--- config.mk ---
export PLATFORM = sky130hd
export DESIGN_NAME = ile_cell
export DESIGN_NICKNAME = d
export VERILOG_FILES = /design/src/sv/ile_pkg.sv /design/src/sv/ile_cell.sv
export SDC_FILE = /design/constraint.sdc
export NUM_CORES = 1
export LEC_CHECK = 0
export BUFFER_PORTS_ARGS = -buffer_cell sky130_fd_sc_hd__buf_2
export CAP_MARGIN = 20
export CORE_AREA = 4 4 84 86
export DETAILED_ROUTE_END_ITERATION = 8
export DIE_AREA = 0 0 88 90
export GPL_TIMING_DRIVEN = 0
export PLACE_DENSITY = 0.75
export SYNTH_ARGS = -nofsm -noshare
export SYNTH_HDL_FRONTEND = slang
export SYNTH_SLANG_ARGS = --single-unit
--- constraint.sdc ---
create_clock -name i_clk -period 2.18 [get_ports i_clk]
set_input_delay 0.436 -clock i_clk [delete_from_list [all_inputs] [get_ports i_clk]]
set_output_delay 0.436 -clock i_clk [all_outputs]
set_load 0.01 [all_outputs]
--- src/sv/ile_pkg.sv ---
package ile_pkg;

    // list sizing
    localparam int CAPACITY = 64;
    localparam int CNT_W    = $clog2(CAPACITY + 1);
    localparam int IDX_W    = $clog2(CAPACITY);
    localparam int POS_W    = 16;
    localparam int DATA_W   = 32;
    localparam int OP_W     = 3;
    localparam int ST_W     = 2;
    localparam int OCNT_W   = 7;

    // operation codes
    localparam logic [OP_W-1:0] OP_GET  = 3'd0;
    localparam logic [OP_W-1:0] OP_HEAD = 3'd1;
    localparam logic [OP_W-1:0] OP_TAIL = 3'd2;
    localparam logic [OP_W-1:0] OP_AT   = 3'd3;
    localparam logic [OP_W-1:0] OP_DEL  = 3'd4;

    // status codes
    localparam logic [ST_W-1:0] ST_DONE    = 2'd0;
    localparam logic [ST_W-1:0] ST_BAD_POS = 2'd1;
    localparam logic [ST_W-1:0] ST_FULL    = 2'd2;

    // per-cycle command broadcast to every cell
    typedef struct packed {
        logic              ins;
        logic              del;
        logic [POS_W-1:0]  pos;
        logic [DATA_W-1:0] value;
    } t_cell_ctrl;

    // count as shown on the result beat, all of its bits
    function automatic logic [OCNT_W-1:0] to_out_count(input logic [CNT_W-1:0] cnt);
        logic [CNT_W+OCNT_W-1:0] ext;
        ext = {{OCNT_W{1'b0}}, cnt};
        return ext[OCNT_W-1:0];
    endfunction

endpackage

--- src/sv/ile_cell.sv ---
module ile_cell (
    input  logic                       i_clk,
    input  ile_pkg::t_cell_ctrl        i_ctrl,
    input  logic [ile_pkg::IDX_W-1:0]  i_index,
    input  logic [ile_pkg::DATA_W-1:0] i_prev,
    input  logic [ile_pkg::DATA_W-1:0] i_next,
    output logic [ile_pkg::DATA_W-1:0] o_entry,
    output logic [ile_pkg::DATA_W-1:0] o_read
);
    import ile_pkg::*;

    logic [DATA_W-1:0] r_entry;
    logic [DATA_W-1:0] n_entry;
    logic [POS_W-1:0]  w_idx;

    assign w_idx = POS_W'(i_index);

    // shift toward the tail on insert, toward the head on delete
    always_comb begin
        n_entry = r_entry;
        if (i_ctrl.ins) begin
            if (w_idx > i_ctrl.pos) begin
                n_entry = i_prev;
            end else if (w_idx == i_ctrl.pos) begin
                n_entry = i_ctrl.value;
            end
        end else if (i_ctrl.del) begin
            if (w_idx >= i_ctrl.pos) begin
                n_entry = i_next;
            end
        end
    end

    always_ff @(posedge i_clk) begin
        r_entry <= n_entry;
    end

    // drive the shared read bus only when addressed
    assign o_read  = (w_idx == i_ctrl.pos) ? r_entry : '0;
    assign o_entry = r_entry;

endmodule

==> run summary, run 1 <==
CP Max Fanout: 10
Leakage: 1.72 nW
Iteration-0 DRC Markers: 77
Data arrival time of the worst path: 1.68 ns
Post-Synth Adder-Cell Area: 3.59%
Largest register FFs: 32
Fin. Hold Viols: 0
Vias: 2,299
Setup crit start: i_ctrl[36]
CTS Buffer Depth: 2
Final core utilization: 54.5%
Status: finished, final reports clean
GP Congestion: 0.734
Power Total: 1.37 mW
Placed cell areas: 3130 sq um
Die width: 88 um
Hold path startpoint: i_next[22]
HP Class: input port to register
TritonCTS Buffers: 5
Syn avg cell area: 10.1 sq um
Fin crit share: 96.9%
Maxcap violations: 0
Worst vdd ir: 274 uV
Clock-pin slew on the worst setup and hold paths: 0.07 ns
Synth Warn #: 0
Least-Margin Pin Slew: 0.577 ns
Fillers: 596
Fraction of layout instances using a drive strength above 1: 54.0%
First-pass GRT wire length: 10,500 um
Synth Cell Area: 2090 sq um
Fin. max-slew vios: 0
Synth Area in Simple Gates: 18.4%
Setup WS pre-CTS: -0.439 ns
I/O pins: 185
Largest net degree at the start of global routing: 33
Final setup viols: 0
Cell variety after synth: 19
Final wirelength: 7270 um
Startpoint Class: input port
Crit-path cells: buf_2 > inv_1 > ha_1 > nand4_1 > nor2_4 > buf_4 > and3_1 > buf_2
Initial Util: 33.3%
Asr flop ratio synth: 0%
CTS tree: built
Share of the synthesized area in the top cell type: 46.0%
Number of port buffers: 183
Syn Nets: 333
Vias per inst: 4.80
Slowest cell on crit path: ha_1
CP peak stage delay: 0.28 ns
Clk root buf: clkbuf_8
Drt wl/cell: 15.2 um
Tmin final: 2.11 ns
Seq/Total Area, Yosys: 46.0%
Kind of cell adding the most delay to the critical path: simple AND/OR/NAND/NOR gates
Synthesized flop and latch total: 32
Endpoint class of the critical path: primary output
Max-slew headroom: 61.5%
# diodes: 0
WP buf/inv: 4
Most frequent cell after synthesis: nor2_1
HPWL after DPL: 5640 um
Crit Path Class: input port to primary output
Power Density: 400 nW/um^2
Post-route design area: 3420 sq um
RSZ-0062 raised after global routing: yes
Pre-Repair DR Iteration Count: 4
Core Area: 6280 sq um
Fin worst setup slack: 0.0674 ns
Die Span Y: 90 um
Compound-Gate Fraction of Synth Area: 11.7%
Final Net Count: 529
Syn-to-layout area delta: 63.7%
Vias in the first global route: 2,245
DRC viols: 0
Post-synthesis mux area share: 15.3%
Yosys top cell by area: edfxtp_1
Largest family of logic cells by synthesized area: simple AND/OR/NAND/NOR gates
Ys flop type: edfxtp_1
Routed Antenna Nets: 0
Overall routing resource usage: 17.0%
FP Rows: 29
H-tree depth: 2
GRT overflow: 0
Initial antenna violation count: 0
Xor/xnor share of the synthesized area: 0%
Most common cell on crit path: buf_2
Die area: 7920 sq um
Synth Instances: 206
Setup TNS: 0 ns
Largest cells by area after synthesis: edfxtp_1, mux2i_1, and3_1
# clock sinks: 32
Highest clock rate: 473 MHz
Post-synth top cells: nor2_1, a21oi_1, and3_1, edfxtp_1, mux2i_1
EDFF count, synth: 32
Worst EP required: 1.74 ns
routing by layer:
| metal | share of wire (%) | up-vias | routed length, um | track usage, % |
|---|---|---|---|---|
| met5 | 0 | - | 0 | 0 |
| met4 | 0.87 | 0 | 63 | 3.84 |
| met3 | 10 | 6 | 728 | 4.20 |
| met2 | 52 | 114 | 3780 | 31.7 |
| met1 | 37 | 1033 | 2700 | 18.8 |
| li1 | - | 1146 | - | - |
stage by stage:
step / std cells / hold slack (ns)
after floorplan: 206 / 0.662
after global placement: 466 / 0.753
after detailed placement: 466 / 0.761
after CTS: 476 / 0.468
after global routing: 479 / 0.483
final: 479 / 0.477
cell usage in the layout, fill, tap and decap left out, types with 2 or more instances in the layout:
cell type,n
buf_2,183
nor2_1,36
a21oi_1,33
and3_1,32
edfxtp_1,32
mux2i_1,31
clkbuf_1,8
inv_1,6
clkbuf_8,5
buf_4,4
buf_12,3
clkbuf_4,3
ha_4,3
ha_1,3
clkbuf_16,3
nand4_1,2
buf_6,2
report_power, final:
group	internal (mW)	total (mW)	switching (mW)
logic	0.139	0.255	0.115
registers	0.681	0.682	0.0000998
clock network	0.217	0.431	0.214
cell families (layout without fill, tap and decap cells):
| group | Yosys count | after routing |
|---|---|---|
| mux | 32 | 32 |
| fa+ha+maj | 6 | 6 |
| flops | 32 | 32 |
| buf+inv | 22 | 218 |
| compound gates | 39 | 39 |
| simple gates | 75 | 75 |
final timing paths:
| kind | end | cells past startpoint |
|---|---|---|
| setup / recovery | o_read[21] | 8 |
| hold / removal | o_entry[22]$_DFFE_PP_ | 3 |
cell type report:
cell class	count	area [sq um]	share of cell area (%)
buffer	16	131	3.84
multi-input combinational	152	1110	32.5
sequential	32	961	28.1
tap	77	96.3	2.82
clock buffer	6	72.6	2.12
inverter	6	22.5	0.659
clock inverter	1	5.00	0.146
timing repair buffer	189	1020	29.9
worst min-delay path: cells and delay by family:
kind            cells  cell delay, ns
buf+inv             1            0.07
compound gates      1            0.10
simple gates        1            0.03
what timing repair did:
item | in CTS | in global routing
buffers inserted | 3 | 0
cloned | 0 | 3
hold buffers | 0 | 0
resized for setup | 10 | 27
setup endpoints to repair | 94 | 61
pin swaps | 1 | 9
Power figures use the tool's default switching activity.
==> run 2, diff against run 1 <==
REMOVE_ABC_BUFFERS = 1   (was default)
==> run summary, run 2 (same netlist as run 1, synthesis figures left out) <==
Dpl cells: 455 (was 466)
Fillers: 577 (was 596)
Endpoint class of the critical path: primary output (unchanged)
Vias: 2,294 (was 2,299)
Vias per inst: 4.85 (was 4.80)
First-pass GRT wire length: 10,400 um (was 10,500 um)
DRC viols: 0 (unchanged)
CTS Buffer Depth: 2 (unchanged)
Placed cell areas: 3080 sq um (was 3130 sq um)
CP Max Fanout: 17 (was 10)
Startpoint Class: input port (unchanged)
Fraction of layout instances using a drive strength above 1: 55.3% (was 54.0%)
Slowest cell on crit path: and4_4 (was ha_1)
Reg area: 961 sq um (unchanged)
Leakage: 1.71 nW (was 1.72 nW)
Setup TNS: 0 ns (unchanged)
Drt wl/cell: 15.6 um (was 15.2 um)
Post-route design area: 3420 sq um (about the same)
Initial antenna violation count: 0 (unchanged)
Status: finished, final reports clean (unchanged)
Largest register FFs: 32 (unchanged)
Number of port buffers: 184 (was 183)
RSZ-0062 raised after global routing: yes (unchanged)
Fin crit share: 98.5% (was 96.9%)
HP Class: input port to register (unchanged)
Largest net degree at the start of global routing: 66 (was 33)
Die Span Y: 90 um (unchanged)
Final wirelength: 7370 um (was 7270 um)
Iteration-0 DRC Markers: 47 (was 77)
Fin. Hold Viols: 0 (unchanged)
Final setup viols: 0 (unchanged)
Most frequent cells in the layout: buf_2, nor2_1, a21oi_1 (was buf_2, nor2_1, a21oi_1, and3_1, edfxtp_1)
Crit-path cells: buf_6 > nor4_4 > buf_4 > and4_4 > and3_1 > buf_2 (was buf_2 > inv_1 > ha_1 > nand4_1 > nor2_4 > buf_4 > and3_1 > buf_2)
WP buf/inv: 3 (was 4)
Crit Path Class: input port to primary output (unchanged)
Setup crit start: i_ctrl[42] (was i_ctrl[36])
# clock sinks: 32 (unchanged)
Routed Antenna Nets: 0 (unchanged)
Final Net Count: 522 (was 529)
Max-slew headroom: 32.7% (was 61.5%)
Area of the multi-input gates: 1150 sq um (was 1110 sq um)
Post-CTS Hold Fix Bufs: 0 (unchanged)
GP Congestion: 0.777 (was 0.734)
Clock-pin slew on the worst setup and hold paths: 0.06 ns (was 0.07 ns)
Tmin final: 2.15 ns (was 2.11 ns)
Power Density: 433 nW/um^2 (was 400 nW/um^2)
I/O pins: 185 (unchanged)
Overall routing resource usage: 16.8% (was 17.0%)
Maxcap violations: 0 (unchanged)
Most common cell after layout, fill and taps aside: buf_2 (unchanged)
Initial Util: 33.3% (unchanged)
Least-Margin Pin Slew: 1.01 ns (was 0.577 ns)
Final std cells w/o fill: 473 (was 479)
Power Total: 1.48 mW (was 1.37 mW)
Final core utilization: 54.5% (about the same)
Worst EP required: 1.74 ns (about the same)
Pre-Repair DR Iteration Count: 5 (was 4)
TritonCTS Buffers: 5 (unchanged)
Hold path startpoint: i_next[27] (was i_next[22])
# diodes: 0 (unchanged)
HPWL after DPL: 5260 um (was 5640 um)
GRT overflow: 0 (unchanged)
CTS tree: built (unchanged)
FP Rows: 29 (unchanged)
CP peak stage delay: 0.35 ns (was 0.28 ns)
Highest clock rate: 466 MHz (was 473 MHz)
Die width: 88 um (unchanged)
Syn-to-layout area delta: 63.8% (was 63.7%)
Kind of cell adding the most delay to the critical path: simple AND/OR/NAND/NOR gates (unchanged)
Vias in the first global route: 2,249 (was 2,245)
Worst vdd ir: 288 uV (was 274 uV)
H-tree depth: 2 (unchanged)
Data arrival time of the worst path: 1.71 ns (was 1.68 ns)
Clk root buf: clkbuf_8 (unchanged)
Fin. max-slew vios: 0 (unchanged)
Die area: 7920 sq um (unchanged)
Core Area: 6280 sq um (unchanged)
[run 2: what timing repair did]
| item | 4_1_cts | 5_1_grt |
|---|---|---|
| endpoints found under the setup margin | 96 | 30 |
| setup buffers | 4 | 3 |
| gates resized for setup | 11 | 13 |
| gates cloned | 1 | 2 |
| pin swaps | 3 | 6 |
| endpoints found under the hold margin | 0 | 0 |
[run 2: metrics by stage]
step	hold WS, ns	setup WS, ns
after global routing	0.472	-0.0183
after detailed placement	0.762	-0.782
after CTS	0.470	0.00572
final	0.482	0.0325
after global placement	0.754	-2.15
after floorplan	0.643	-1.24
[run 2: power by group]
| group | internal [mW] | leakage, nW | switching, mW |
|---|---|---|---|
| logic | 0.144 | 1.36 | 0.117 |
| clock network | 0.332 | 0.0532 | 0.206 |
| registers | 0.682 | 0.298 | 0.000110 |
| total | 1.16 | 1.71 | 0.324 |
[run 2: area by class of cell]
class	count	share of cell area, %
Tap cell	77	2.81
Multi-Input combinational cell	154	33.7
Clock buffer	5	2.01
Inverter	6	0.658
Clock inverter	3	1.10
Timing Repair Buffer	196	31.7
Sequential cell	32	28.1
[run 2: worst min-delay path: stages]
cell	delay, ns
buf_2	0.07
nor2_1	0.03
a21oi_1	0.10
[run 2: final timing paths]
kind	end	slack, ns	depth (start not counted)
max	o_read[24]	0.03	6
min	o_entry[27]$_DFFE_PP_	0.48	3
[run 2: routing by layer]
metal | global-route usage, % | wire length (um) | vias to the layer above
li1 | - | - | 1143
met1 | 18.5 | 2840 | 1015
met2 | 31.3 | 3770 | 122
met3 | 3.56 | 643 | 14
met4 | 5.37 | 114 | 0
met5 | 0 | 0 | -
==> run 3, diff against run 2 <==
CORE_AREA = 4 4 80 82   (was 4 4 84 86)
DIE_AREA = 0 0 84 86   (was 0 0 88 90)
PLACE_DENSITY = 0.79   (was 0.75)
clock period = 2.4 ns   (was 2.18 ns; I/O delays follow)
==> run summary, run 3 (same netlist as run 1, synthesis figures left out) <==
Status: finished, final reports clean (unchanged)
Fin crit share: 97.1%
Clk root buf: clkbuf_8 (unchanged)
Final Net Count: 515 (was 522)
Die width: 84 um (was 88 um)
HPWL after DPL: 5350 um (was 5260 um)
First-pass GRT wire length: 10,600 um (was 10,400 um)
Worst vdd ir: 249 uV (was 288 uV)
CP peak stage delay: 0.32 ns (was 0.35 ns)
Die area: 7220 sq um (was 7920 sq um)
Fin. max-slew vios: 0 (unchanged)
WP buf/inv: 5 (was 3)
Endpoint class of the critical path: register (was primary output)
Worst Hold Depth: 3 (unchanged)
Leakage: 1.64 nW (was 1.71 nW)
CTS Buffer Depth: 2 (unchanged)
Max-slew headroom: 31.0% (was 32.7%)
Initial antenna violation count: 0 (unchanged)
Clock-pin slew on the worst setup and hold paths: 0.06 ns (about the same)
GP Congestion: 0.823 (was 0.777)
Overall routing resource usage: 18.3% (was 16.8%)
Routed Antenna Nets: 0 (unchanged)
Highest clock rate: 429 MHz
Final setup viols: 0 (unchanged)
Power Density: 376 nW/um^2 (was 433 nW/um^2)
Startpoint Class: input port (unchanged)
Initial Util: 36.4% (was 33.3%)
Hold Crit Endpoint: o_entry[9]$_DFFE_PP_ (was o_entry[27]$_DFFE_PP_)
# diodes: 0 (unchanged)
Maxcap violations: 0 (unchanged)
Vias per inst: 4.85 (about the same)
Setup crit start: i_ctrl[37] (was i_ctrl[42])
Number of port buffers: 184 (unchanged)
TritonCTS Buffers: 5 (unchanged)
Core Area: 5750 sq um (was 6280 sq um)
Worst EP required: 2.37 ns (was 1.74 ns)
CP Max Fanout: 13 (was 17)
Final std cells w/o fill: 463 (was 473)
Vias: 2,247 (was 2,294)
Crit-path cells: buf_2 > inv_1 > ha_1 > nand4_1 > nor2_4 > buf_12 > a2111oi_4 > buf_4 > buf_8 > mux2i_1 > a21oi_1 (was buf_6 > nor4_4 > buf_4 > and4_4 > and3_1 > buf_2)
Final wirelength: 6780 um (was 7370 um)
Crit Path Class: input port to register (was input port to primary output)
I/O pins: 185 (unchanged)
CTS tree: built (unchanged)
Vias in the first global route: 2,218 (was 2,249)
Kind of cell adding the most delay to the critical path: buffers and inverters (was simple AND/OR/NAND/NOR gates)
HP Class: input port to register (unchanged)
Fraction of layout instances using a drive strength above 1: 52.3% (was 55.3%)
GRT overflow: 0 (unchanged)
DRC viols: 0 (unchanged)
Hold path startpoint: i_next[9] (was i_next[27])
Drt wl/cell: 14.6 um (was 15.6 um)
H-tree depth: 2 (unchanged)
Die Span Y: 86 um (was 90 um)
Most frequent cells in the layout: buf_2, nor2_1, a21oi_1 (unchanged)
Fin. Hold Viols: 0 (unchanged)
Setup TNS: 0 ns (unchanged)
Data arrival time of the worst path: 2.29 ns (was 1.71 ns)
Pre-Repair DR Iteration Count: 4 (was 5)
Post-CTS Hold Fix Bufs: 0 (unchanged)
Most common cell after layout, fill and taps aside: buf_2 (unchanged)
Largest net degree at the start of global routing: 66 (unchanged)
Iteration-0 DRC Markers: 74 (was 47)
Dpl cells: 453 (was 455)
Least-Margin Pin Slew: 1.03 ns (was 1.01 ns)
Tmin final: 2.33 ns
Largest register FFs: 32 (unchanged)
FP Rows: 28 (was 29)
Syn-to-layout area delta: 53.5% (was 63.8%)
RSZ-0062 raised after global routing: yes (unchanged)
Slowest cell on crit path: ha_1 (was and4_4)
# clock sinks: 32 (unchanged)
==> run 3: changes by cell type in the layout (fill, tap and decap cells not counted), sizes merged <==
| cell | previous run | this run |
|---|---|---|
| clkinv | 2 | 1 |
| buf | 195 | 191 |
| bufinv | 1 | 0 |
| and4 | 3 | 1 |
==> run 3: worst max-delay path by stage <==
stage               slack (ns)  cells past startpoint                    end
global placement         -2.00                      8  o_entry[26]$_DFFE_PP_
finish                    0.07                     11  o_entry[11]$_DFFE_PP_
detailed placement       -0.50                     10  o_entry[31]$_DFFE_PP_
global route            -0.009                     11  o_entry[13]$_DFFE_PP_
CTS                     -0.003                      8             o_read[28]
floorplan                -1.06                      7   o_entry[0]$_DFFE_PP_
==> run 3: timing repair <==
action / CTS / global route
pin swaps: 1 / 1
setup endpoints to repair: 73 / 21
gates resized for setup: 3 / 2
setup buffers: 2 / 1
==> run 3: layer usage <==
| metal | vias to the layer above | wire length, um | GRT usage, % |
|---|---|---|---|
| li1 | 1118 | - | - |
| met1 | 1004 | 2400 | 19.7 |
| met2 | 119 | 3630 | 34.6 |
| met3 | 6 | 675 | 6.05 |
| met4 | 0 | 70 | 4.68 |
| met5 | - | 0 | 0 |
==> run 3: final cells by class <==
cell class              instances  area (sq um)
clock buffers                   6          72.6
clock inverters                 1          5.00
fillers                       542          2540
inverters                       6          22.5
multi-input cells             152          1040
flip-flops and latches         32           961
well taps                      75          93.8
repair buffers                191          1010
==> run 3: metrics by stage <==
step / utilization (%) / power (mW) / area, sq um / setup slack [ns] / hold slack [ns]
after floorplan: - / 0.711 / 2010 / -1.06 / 0.687
after global placement: 52.6 / 0.828 / 3020 / -2.00 / 0.801
after detailed placement: 53.5 / 0.841 / 3070 / -0.502 / 0.805
after CTS: 55.4 / 1.22 / 3180 / -0.00270 / 0.513
after global routing: 55.8 / 1.27 / 3210 / -0.00931 / 0.526
final: 55.8 / 1.21 / 3210 / 0.0707 / 0.522
==> run 3: report_power, final <==
group	total, mW	internal [mW]	switching (mW)
Clock	0.374	0.197	0.178
Sequential	0.619	0.619	0.0000983
Combinational	0.212	0.116	0.0963
Total	1.21	0.932	0.274
